<file path="src/sv/bfa_pkg.sv">
package bfa_pkg;

	localparam int MAX_ENTRIES = 64;
	localparam int ADDR_BITS = 24;
	localparam int LEN_W = 25;
	localparam int IDX_W = $clog2(MAX_ENTRIES);
	localparam int CNT_W = $clog2(MAX_ENTRIES + 1);
	// running end of the table: start plus length, no wrap
	localparam int PEND_W = LEN_W + 1;
	localparam int PADDR_W = 3;

	// request kinds
	localparam logic FN_ALLOC = 1'b0;
	localparam logic FN_FREE = 1'b1;

	// result codes
	typedef enum logic [1:0] {
		ST_OK = 2'd0,
		ST_NOFIT = 2'd1,
		ST_NOTFOUND = 2'd2,
		ST_FULL = 2'd3
	} status_t;

	// register indexes
	localparam logic REG_CAPACITY = 1'b0;

	localparam logic [LEN_W-1:0] CAP_RESET = LEN_W'(1) << ADDR_BITS;

	typedef struct packed {
		logic [ADDR_BITS-1:0] start;
		logic [LEN_W-1:0] length;
	} entry_t;

endpackage

</file>
<file path="src/sv/best_fit_allocator.sv">
// Channel   | Direction | Content
// s_axis    | in        | tdata: request_size, free_address; tuser: func
// m_axis    | out       | tdata: granted_address; tuser: status
// apb       | in/out    | register 0 at byte 0: memory_capacity
//
// Allocate scans the table, then checks the tail gap, then places the entry,
// appended or after moving later entries up; with no fit it responds after the
// scan. Free scans for the address and moves later entries down unless it was
// the last one; full, zero size and empty free go straight to the response.
// Reset clears the entry count and loads the capacity reset; no clearing pass.
// A request is taken only in idle; a held result stalls only the next result.
module best_fit_allocator (
	input  logic clk,
	input  logic arst_n,
	// stream in
	input  logic s_tvalid,
	output logic s_tready,
	input  logic [55:0] s_tdata,   // [24:0] request_size, [48:25] free_address, rest 0
	input  logic [0:0] s_tuser,    // [0] func
	// stream out
	output logic m_tvalid,
	input  logic m_tready,
	output logic [23:0] m_tdata,   // [23:0] granted_address
	output logic [1:0] m_tuser,    // [1:0] status
	// configuration
	input  logic psel,
	input  logic penable,
	input  logic pwrite,
	input  logic [bfa_pkg::PADDR_W-1:0] paddr,
	input  logic [31:0] pwdata,
	output logic [31:0] prdata,
	output logic pready
);
	import bfa_pkg::*;

	typedef enum logic [2:0] {
		S_IDLE, S_SCAN, S_TAIL, S_SHIFT, S_PLACE, S_RESP
	} state_t;

	localparam logic [PEND_W-1:0] CAP_LIM = PEND_W'(1) << ADDR_BITS;

	state_t state_q;
	logic [LEN_W-1:0] cap_q;
	logic func_q;
	logic [LEN_W-1:0] size_q;
	logic [ADDR_BITS-1:0] addr_q;
	logic [CNT_W-1:0] cnt_q;
	logic [CNT_W-1:0] rd_idx_q;
	logic [CNT_W-1:0] last_q;
	logic iss_q;
	logic v_s1;
	logic [CNT_W-1:0] idx_s1;
	logic [PEND_W-1:0] prev_end_q;
	logic found_q;
	logic [PEND_W-1:0] best_gap_q;
	logic [ADDR_BITS-1:0] best_addr_q;
	logic [CNT_W-1:0] best_pos_q;
	logic [ADDR_BITS-1:0] res_addr_q;
	status_t res_stat_q;
	logic m_tvalid_q;
	logic [23:0] m_tdata_q;
	status_t m_tuser_q;

	entry_t mem_q [MAX_ENTRIES];
	entry_t rd_data_s1;
	logic wr_en;
	logic [IDX_W-1:0] wr_addr;
	entry_t wr_data;

	logic s_xfer;
	logic cfg_wr;
	logic [LEN_W-1:0] in_size;
	logic [ADDR_BITS-1:0] in_addr;
	logic in_func;
	logic [CNT_W-1:0] cnt_m1;
	logic is_last;
	logic [PEND_W-1:0] s_ext;
	logic [PEND_W-1:0] gap_w;
	logic [PEND_W-1:0] end_w;
	logic fits;
	logic match;
	logic [PEND_W-1:0] cap_lim;
	logic [PEND_W-1:0] tail_gap;
	logic tail_take;
	logic fin_found;
	logic [CNT_W-1:0] fin_pos;

	assign in_size = s_tdata[LEN_W-1:0];
	assign in_addr = s_tdata[LEN_W+ADDR_BITS-1:LEN_W];
	assign in_func = s_tuser[0];
	assign s_tready = (state_q == S_IDLE);
	assign s_xfer = s_tvalid && s_tready;
	assign m_tvalid = m_tvalid_q;
	assign m_tdata = m_tdata_q;
	assign m_tuser = m_tuser_q;

	// APB register access
	assign pready = 1'b1;
	assign cfg_wr = psel && penable && pwrite && pready && (paddr[2] == REG_CAPACITY);
	assign prdata = (paddr[2] == REG_CAPACITY) ? 32'(cap_q) : 32'd0;

	// gap in front of the entry just read
	assign cnt_m1 = CNT_W'(cnt_q - 1'b1);
	assign is_last = (idx_s1 == cnt_m1);
	assign s_ext = PEND_W'(rd_data_s1.start);
	assign gap_w = s_ext - prev_end_q;
	assign end_w = s_ext + PEND_W'(rd_data_s1.length);
	assign fits = (s_ext >= prev_end_q) && (gap_w >= PEND_W'(size_q))
		&& (!found_q || gap_w < best_gap_q);
	assign match = (rd_data_s1.start == addr_q);

	// tail gap up to the effective capacity
	assign cap_lim = (PEND_W'(cap_q) > CAP_LIM) ? CAP_LIM : PEND_W'(cap_q);
	assign tail_gap = cap_lim - prev_end_q;
	assign tail_take = (cap_lim > prev_end_q) && (tail_gap >= PEND_W'(size_q))
		&& (!found_q || tail_gap < best_gap_q);
	assign fin_found = found_q || tail_take;
	assign fin_pos = tail_take ? cnt_q : best_pos_q;

	// table write port: shift moves or placement of the new entry
	always_comb begin
		wr_en = 1'b0;
		wr_addr = idx_s1[IDX_W-1:0];
		wr_data = rd_data_s1;
		if (state_q == S_SHIFT && v_s1) begin
			wr_en = 1'b1;
			wr_addr = (func_q == FN_FREE) ? IDX_W'(idx_s1 - 1'b1) : IDX_W'(idx_s1 + 1'b1);
		end else if (state_q == S_PLACE) begin
			wr_en = 1'b1;
			wr_addr = best_pos_q[IDX_W-1:0];
			wr_data.start = best_addr_q;
			wr_data.length = size_q;
		end
	end

	// entry table memory, registered read
	always_ff @(posedge clk) begin
		if (wr_en) begin
			mem_q[wr_addr] <= wr_data;
		end
		rd_data_s1 <= mem_q[rd_idx_q[IDX_W-1:0]];
	end

	// sequencer and registered outputs
	always_ff @(posedge clk or negedge arst_n) begin
		if (!arst_n) begin
			state_q <= S_IDLE;
			cap_q <= CAP_RESET;
			func_q <= FN_ALLOC;
			size_q <= '0;
			addr_q <= '0;
			cnt_q <= '0;
			rd_idx_q <= '0;
			last_q <= '0;
			iss_q <= 1'b0;
			v_s1 <= 1'b0;
			idx_s1 <= '0;
			prev_end_q <= '0;
			found_q <= 1'b0;
			best_gap_q <= '0;
			best_addr_q <= '0;
			best_pos_q <= '0;
			res_addr_q <= '0;
			res_stat_q <= ST_OK;
			m_tvalid_q <= 1'b0;
			m_tdata_q <= '0;
			m_tuser_q <= ST_OK;
		end else begin
			if (cfg_wr) begin
				cap_q <= pwdata[LEN_W-1:0];
			end
			// drop a result once it has been transferred
			if (m_tvalid_q && m_tready) begin
				m_tvalid_q <= 1'b0;
			end
			unique case (state_q)
				S_IDLE: begin
					if (s_xfer) begin
						func_q <= in_func;
						size_q <= in_size;
						addr_q <= in_addr;
						res_addr_q <= '0;
						rd_idx_q <= '0;
						v_s1 <= 1'b0;
						prev_end_q <= '0;
						found_q <= 1'b0;
						best_gap_q <= '0;
						best_pos_q <= '0;
						if (in_func == FN_ALLOC) begin
							if (cnt_q == CNT_W'(MAX_ENTRIES)) begin
								res_stat_q <= ST_FULL;
								state_q <= S_RESP;
							end else if (in_size == '0) begin
								res_stat_q <= ST_NOFIT;
								state_q <= S_RESP;
							end else if (cnt_q == '0) begin
								state_q <= S_TAIL;
							end else begin
								state_q <= S_SCAN;
							end
						end else begin
							if (cnt_q == '0) begin
								res_stat_q <= ST_NOTFOUND;
								state_q <= S_RESP;
							end else begin
								state_q <= S_SCAN;
							end
						end
					end
				end
				S_SCAN: begin
					// issue reads in table order
					if (rd_idx_q < cnt_q) begin
						rd_idx_q <= CNT_W'(rd_idx_q + 1'b1);
						v_s1 <= 1'b1;
						idx_s1 <= rd_idx_q;
					end else begin
						v_s1 <= 1'b0;
					end
					if (v_s1) begin
						if (func_q == FN_ALLOC) begin
							if (fits) begin
								found_q <= 1'b1;
								best_gap_q <= gap_w;
								best_addr_q <= prev_end_q[ADDR_BITS-1:0];
								best_pos_q <= idx_s1;
							end
							prev_end_q <= end_w;
							if (is_last) begin
								v_s1 <= 1'b0;
								state_q <= S_TAIL;
							end
						end else if (match) begin
							if (is_last) begin
								cnt_q <= cnt_m1;
								res_stat_q <= ST_OK;
								state_q <= S_RESP;
							end else begin
								// close the hole: move later entries down
								rd_idx_q <= CNT_W'(idx_s1 + 1'b1);
								last_q <= cnt_m1;
								iss_q <= 1'b1;
								v_s1 <= 1'b0;
								state_q <= S_SHIFT;
							end
						end else if (is_last) begin
							res_stat_q <= ST_NOTFOUND;
							state_q <= S_RESP;
						end
					end
				end
				S_TAIL: begin
					if (!fin_found) begin
						res_stat_q <= ST_NOFIT;
						state_q <= S_RESP;
					end else begin
						if (tail_take) begin
							best_addr_q <= prev_end_q[ADDR_BITS-1:0];
						end
						best_pos_q <= fin_pos;
						if (fin_pos == cnt_q) begin
							state_q <= S_PLACE;
						end else begin
							// open a slot: move entries up from the end
							rd_idx_q <= cnt_m1;
							last_q <= fin_pos;
							iss_q <= 1'b1;
							v_s1 <= 1'b0;
							state_q <= S_SHIFT;
						end
					end
				end
				S_SHIFT: begin
					if (iss_q) begin
						v_s1 <= 1'b1;
						idx_s1 <= rd_idx_q;
						if (rd_idx_q == last_q) begin
							iss_q <= 1'b0;
						end else if (func_q == FN_FREE) begin
							rd_idx_q <= CNT_W'(rd_idx_q + 1'b1);
						end else begin
							rd_idx_q <= CNT_W'(rd_idx_q - 1'b1);
						end
					end else begin
						v_s1 <= 1'b0;
					end
					if (v_s1 && idx_s1 == last_q) begin
						v_s1 <= 1'b0;
						if (func_q == FN_FREE) begin
							cnt_q <= cnt_m1;
							res_stat_q <= ST_OK;
							state_q <= S_RESP;
						end else begin
							state_q <= S_PLACE;
						end
					end
				end
				S_PLACE: begin
					cnt_q <= CNT_W'(cnt_q + 1'b1);
					res_addr_q <= best_addr_q;
					res_stat_q <= ST_OK;
					state_q <= S_RESP;
				end
				S_RESP: begin
					// hold until the output register is free
					if (!m_tvalid_q || m_tready) begin
						m_tvalid_q <= 1'b1;
						m_tdata_q <= 24'(res_addr_q);
						m_tuser_q <= res_stat_q;
						state_q <= S_IDLE;
					end
				end
				default: begin
					state_q <= S_IDLE;
				end
			endcase
		end
	end

endmodule

</file>
<file path="config.mk">
export PLATFORM = sky130hd
export DESIGN_NAME = best_fit_allocator
export DESIGN_NICKNAME = d
export VERILOG_FILES = /design/src/sv/bfa_pkg.sv /design/src/sv/best_fit_allocator.sv
export SDC_FILE = /design/constraint.sdc
export NUM_CORES = 2
export LEC_CHECK = 0
export BUFFER_PORTS_ARGS = -buffer_cell sky130_fd_sc_hd__buf_2
export CAP_MARGIN = 25
export CORE_MARGIN = 10
export CORE_UTILIZATION = 50
export CTS_BUF_LIST = sky130_fd_sc_hd__clkbuf_16
export CTS_CLUSTER_DIAMETER = 50
export DETAILED_ROUTE_END_ITERATION = 10
export PLACE_DENSITY = 0.72
export SLEW_MARGIN = 25
export SYNTH_ARGS = -nofsm -noshare
export SYNTH_HDL_FRONTEND = slang
export SYNTH_SLANG_ARGS = --single-unit
</file>
<file path="constraint.sdc">
create_clock -name clk -period 15.8 [get_ports clk]
set_input_delay 0.79 -clock clk [delete_from_list [all_inputs] [get_ports clk]]
set_output_delay 0.79 -clock clk [all_outputs]
set_load 0.05 [all_outputs]
</file>
==> impl_metrics.prom <==
# TYPE chip_impl_metric gauge
chip_impl_info{name="worst-setup-path-type",value="flip-flop to flip-flop"} 1
chip_impl_metric{name="setup.reg_to_reg.worst_slack",unit="ns"} 7.84
chip_impl_metric{name="post_synth_mux_area_share",unit=""} 0.1772
chip_impl_metric{name="first_global_vias",unit=""} 71960
chip_impl_metric{name="synth.distinct_cells",unit=""} 98
chip_impl_metric{name="die_x_extent",unit="um"} 545.9
chip_impl_metric{name="clk_pin_slew",unit="ns"} 0.06
chip_impl_metric{name="power_density_over_the_cells",unit="nW/um2"} 116.0
chip_impl_metric{name="yosysSeqAreaShare",unit=""} 0.7324
chip_impl_metric{name="layout_min_cycle_time",unit="ns"} 7.956
chip_impl_metric{name="routabilityCongestion",unit=""} 0.9338
chip_impl_metric{name="timing.critical_path.arrival",unit="ns"} 8.73
chip_impl_metric{name="h-tree-depth",unit=""} 5
chip_impl_metric{name="critical_path_cell_count",unit=""} 24
chip_impl_metric{name="synth_adder_area_share",unit=""} 0.01726
chip_impl_metric{name="maxClockFrequency",unit="MHz"} 125.7
chip_impl_metric{name="dr_wl_met2",unit="mm"} 181.8
chip_impl_metric{name="report.final.slew_viol_count",unit=""} 0
chip_impl_metric{name="count_of_vias_placed_by_the_detailed_router",unit=""} 71502
chip_impl_metric{name="final.setup_skew",unit="ns"} 0.06652
chip_impl_metric{name="p_leak",unit="nW"} 39.32
chip_impl_metric{name="synth_xor_xnor_area_share",unit=""} 0.009039
chip_impl_metric{name="layout-drive-gt1-share",unit=""} 0.2859
chip_impl_metric{name="cts.sink_count",unit=""} 3430
chip_impl_metric{name="clock_insertion_delay_worst_skew",unit="ns"} 0.91
chip_impl_metric{name="fraction_of_post_synthesis_cell_area_in_the_top_cell_type_by_area",unit=""} 0.6810
chip_impl_metric{name="drt_pass1_iterations",unit=""} 8
chip_impl_info{name="combinational_family_with_the_most_area_after_synthesis",value="multiplexers"} 1
chip_impl_metric{name="hold_violations",unit=""} 0
chip_impl_metric{name="detailedRoute.firstIterationViolations",unit=""} 10311
chip_impl_metric{name="synth-compound-area-share",unit=""} 0.02760
chip_impl_metric{name="peakVddDrop",unit="mV"} 0.08590
chip_impl_info{name="r2r-start",value="cap_q[22]"} 1
chip_impl_metric{name="grt_first_pass_wirelength",unit="mm"} 540.3
chip_impl_metric{name="hpwl",unit="mm"} 207.8
chip_impl_metric{name="cts_repair_resize_count",unit=""} 0
chip_impl_metric{name="drt_wl_total",unit="mm"} 378.0
chip_impl_metric{name="avgViaCountPerCell",unit=""} 6.529
chip_impl_metric{name="detail_route.drc_violations",unit=""} 0
chip_impl_info{name="rsz_0062_raised_after_global_routing",value="no"} 1
chip_impl_metric{name="worst-r2r-cell-count",unit=""} 24
chip_impl_info{name="path_cells",value="nor4_1 -> nand4_1 -> o21ai_1 -> and2_1 -> ha_1 -> a21o_1 -> a21oi_1 -> o21ai_1 -> a22oi_2 -> nand2_1 -> a31o_2 -> a21o_1 -> a21oi_1 -> xnor2_1 -> ha_1 -> nand4_1 -> nor4_1 -> o21ai_0 -> a31oi_1 -> o32ai_1 -> o21ai_1 -> nand4_2 -> a22oi_4 -> mux2_2"} 1
chip_impl_metric{name="ys_ff_latch",unit=""} 3430
chip_impl_metric{name="finalNetCount",unit=""} 7259
chip_impl_metric{name="initial_core_util",unit=""} 0.5010
chip_impl_info{name="tritoncts_clock_tree",value="yes"} 1
chip_impl_metric{name="synth_enable_flop_cells",unit=""} 3136
chip_impl_metric{name="max_cap_violations",unit=""} 0
chip_impl_metric{name="antenna_violating_nets_post_route",unit=""} 0
chip_impl_metric{name="max_stage_delay",unit="ns"} 0.80
chip_impl_info{name="maxUsedRoutingLayer",value="met5"} 1
chip_impl_info{name="crit_slowest_cell",value="sky130_fd_sc_hd__a22oi_4"} 1
chip_impl_metric{name="netlist_area",unit="um2"} 138300
chip_impl_metric{name="fp-row-count",unit=""} 193
chip_impl_metric{name="synth_warnings",unit=""} 0
chip_impl_metric{name="number_of_filler_instances_in_the_final_layout",unit=""} 19661
chip_impl_metric{name="postSynth.asyncResetShare",unit=""} 0.07143
chip_impl_info{name="path_delay_family",value="compound AO/OA/AOI/OAI gates"} 1
chip_impl_metric{name="fp.dieH",unit="um"} 545.9
chip_impl_metric{name="critical_path_required",unit="ns"} 16.58
chip_impl_metric{name="total_clock_buffers_created_by_cts",unit=""} 346
chip_impl_metric{name="placement.setup.worst_slack",unit="ns"} 7.673
chip_impl_metric{name="io_buffers",unit=""} 135
chip_impl_info{name="cts-root-buf",value="sky130_fd_sc_hd__clkbuf_16"} 1
chip_impl_info{name="setup.worst_path.end",value="best_addr_q[23]"} 1
chip_impl_metric{name="setup_viol",unit=""} 0
chip_impl_metric{name="yosys.area_share.simple",unit=""} 0.02327
chip_impl_metric{name="critical_path.max_fanout",unit=""} 24
chip_impl_metric{name="finish.utilization",unit=""} 0.5654
chip_impl_metric{name="max_slew_margin",unit=""} 0.2375
chip_impl_info{name="ys_top_cells_by_area",value="sky130_fd_sc_hd__edfxtp_1 (68%), sky130_fd_sc_hd__mux4_2 (17%), sky130_fd_sc_hd__dfrtp_1 (4.4%)"} 1
chip_impl_metric{name="post-route-period-util",unit=""} 0.5035
chip_impl_info{name="critPathLaunchType",value="flip-flop"} 1
chip_impl_metric{name="ctsLongestPathBuffers",unit=""} 4
chip_impl_info{name="cp_common_cell",value="sky130_fd_sc_hd__o21ai_1"} 1
chip_impl_info{name="crit-reg2reg-capture",value="best_addr_q[23]"} 1
chip_impl_metric{name="syn-mean-instance-area",unit="um2"} 20.91
chip_impl_metric{name="flow.area_growth_from_synthesis",unit="%"} 12.85
chip_impl_metric{name="worstMarginPinSlew",unit="ns"} 1.144
chip_impl_metric{name="fp.coreArea",unit="um2"} 276000
chip_impl_metric{name="dr_wl_met3",unit="mm"} 45.96
chip_impl_metric{name="post-layout-total-power",unit="mW"} 18.10
chip_impl_info{name="synthFlopType",value="sky130_fd_sc_hd__edfxtp_1"} 1
chip_impl_metric{name="grt_max_degree",unit=""} 146
chip_impl_metric{name="worstPathBufferInverterCount",unit=""} 0
chip_impl_info{name="cp-end-kind",value="flip-flop"} 1
chip_impl_metric{name="antenna_violations_before_repair",unit=""} 16
chip_impl_metric{name="post_drt_wl_per_cell",unit="um"} 34.51
chip_impl_metric{name="grt_overflow_total",unit=""} 0
chip_impl_metric{name="num_io_pins",unit=""} 160
chip_impl_metric{name="postSynthCellCount",unit=""} 6612
chip_impl_info{name="hp-class",value="input port to flip-flop"} 1
chip_impl_info{name="synth_largest_area_cell",value="sky130_fd_sc_hd__edfxtp_1"} 1
chip_impl_metric{name="post-route-worst-setup-slack",unit="ns"} 7.844
chip_impl_metric{name="dieArea",unit="um2"} 298000
chip_impl_info{name="startpoint_of_the_worst_setup_timing_path",value="cap_q[22]"} 1
chip_impl_metric{name="globalRouteTotalUtil",unit=""} 0.2497
chip_impl_metric{name="setup_tns",unit="ns"} 0
chip_impl_metric{name="met1_wire_length",unit="mm"} 133.5
chip_impl_info{name="run_status",value="completed"} 1
## synthesized netlist by cell type (45+ instances only)
master / count
sky130_fd_sc_hd__xor2_1: 55
sky130_fd_sc_hd__dfrtp_1: 244
sky130_fd_sc_hd__edfxtp_1: 3136
sky130_fd_sc_hd__mux4_2: 1029
sky130_fd_sc_hd__mux2_2: 91
sky130_fd_sc_hd__xnor2_1: 80
sky130_fd_sc_hd__buf_1: 60
sky130_fd_sc_hd__a21oi_1: 121
sky130_fd_sc_hd__dfxtp_1: 49
sky130_fd_sc_hd__inv_1: 123
sky130_fd_sc_hd__nand2_1: 259
sky130_fd_sc_hd__clkbuf_1: 218
sky130_fd_sc_hd__nor2_1: 147
sky130_fd_sc_hd__ha_1: 186
sky130_fd_sc_hd__nor2b_1: 45
sky130_fd_sc_hd__o21ai_0: 147
sky130_fd_sc_hd__a22o_1: 56
## how the worst min path moves through the flow
stage             startpoint       endpoint  slack (ns)  depth (start not counted)
6_report          pwdata[18]      cap_q[18]        0.11                          2
5_1_grt          s_tdata[47]     addr_q[22]        0.11                          2
3_3_place_gp   res_addr_q[5]  res_addr_q[5]        0.48                          1
3_5_place_dp   res_addr_q[5]  res_addr_q[5]        0.49                          1
2_1_floorplan  res_addr_q[0]  res_addr_q[0]        0.46                          1
4_1_cts           s_tdata[9]      size_q[9]        0.06                          3
## logic make-up after synthesis
group	count (synthesis)
compound gates	567
xor+xnor	138
fa+ha+maj	189
buf+inv	458
flops	3430
mux	1148
other cells	2
simple gates	680
## area by class of cell
type	count	area (um2)	share of cell area
antenna	5	12.51	0.00008018
clock buffer	354	8859	0.05677
clock inverter	264	2118	0.01357
inverter	126	485.5	0.003111
multi-input combinational	2730	36030	0.2309
sequential	3430	101300	0.6491
tap	3705	4636	0.02971
timing repair buffer	337	2615	0.01676
## flip-flops by register name (all words and copies together) (netlist names), 7 cells and up
name / count
mem_q: 3136
rd_data_s1: 49
best_gap_q: 26
prev_end_q: 26
cap_q: 25
size_q: 25
addr_q: 24
best_addr_q: 24
m_tdata: 24
res_addr_q: 24
best_pos_q: 7
cnt_q: 7
idx_s1: 7
last_q: 7
rd_idx_q: 7
## metrics by stage
stage / std cells / instance area, um2 / hold WS (ns)
floorplan: 6618 / 138300 / 0.4606
global placement: 10310 / 144600 / 0.4827
detailed placement: 10325 / 145000 / 0.4857
CTS: 10944 / 155900 / 0.06132
global route: 10948 / 156000 / 0.1087
finish: 10951 / 156100 / 0.1116
## layer usage
metal | vias to the layer above | GRT usage
met3 | 893 | 0.06478
met1 | 37725 | 0.3316
met5 | - | 0
li1 | 28267 | -
met4 | 6 | 0.09659
met2 | 4611 | 0.3993
## report_power, final
group | internal, mW | total, mW | switching (mW)
Combinational | 0.112 | 0.308 | 0.195
Clock | 4.54 | 8.00 | 3.46
Sequential | 9.77 | 9.79 | 0.0204
## placed cells by master (no fill, tap or decap), drive strengths merged, types with 24 or more instances in the layout
cell type	count
clkinv	123
inv	226
xor2	55
nand4	34
buf	336
nor4	38
a22o	56
mux2	106
a21o	33
bufinv	28
a21oi	121
dfxtp	49
ha	186
o21ai	154
clkbuf	354
mux4	1029
dfrtp	244
xnor2	80
nand3	41
nand2	259
nor2	147
nor3	43
and2	24
edfxtp	3136
nor2b	45
## timing repair
action	in CTS	in global routing
buffers inserted	0	0
endpoints found under the hold margin	78	0
setup endpoints to repair	0	0
hold buffers	1	0
Power figures use the tool's default switching activity.
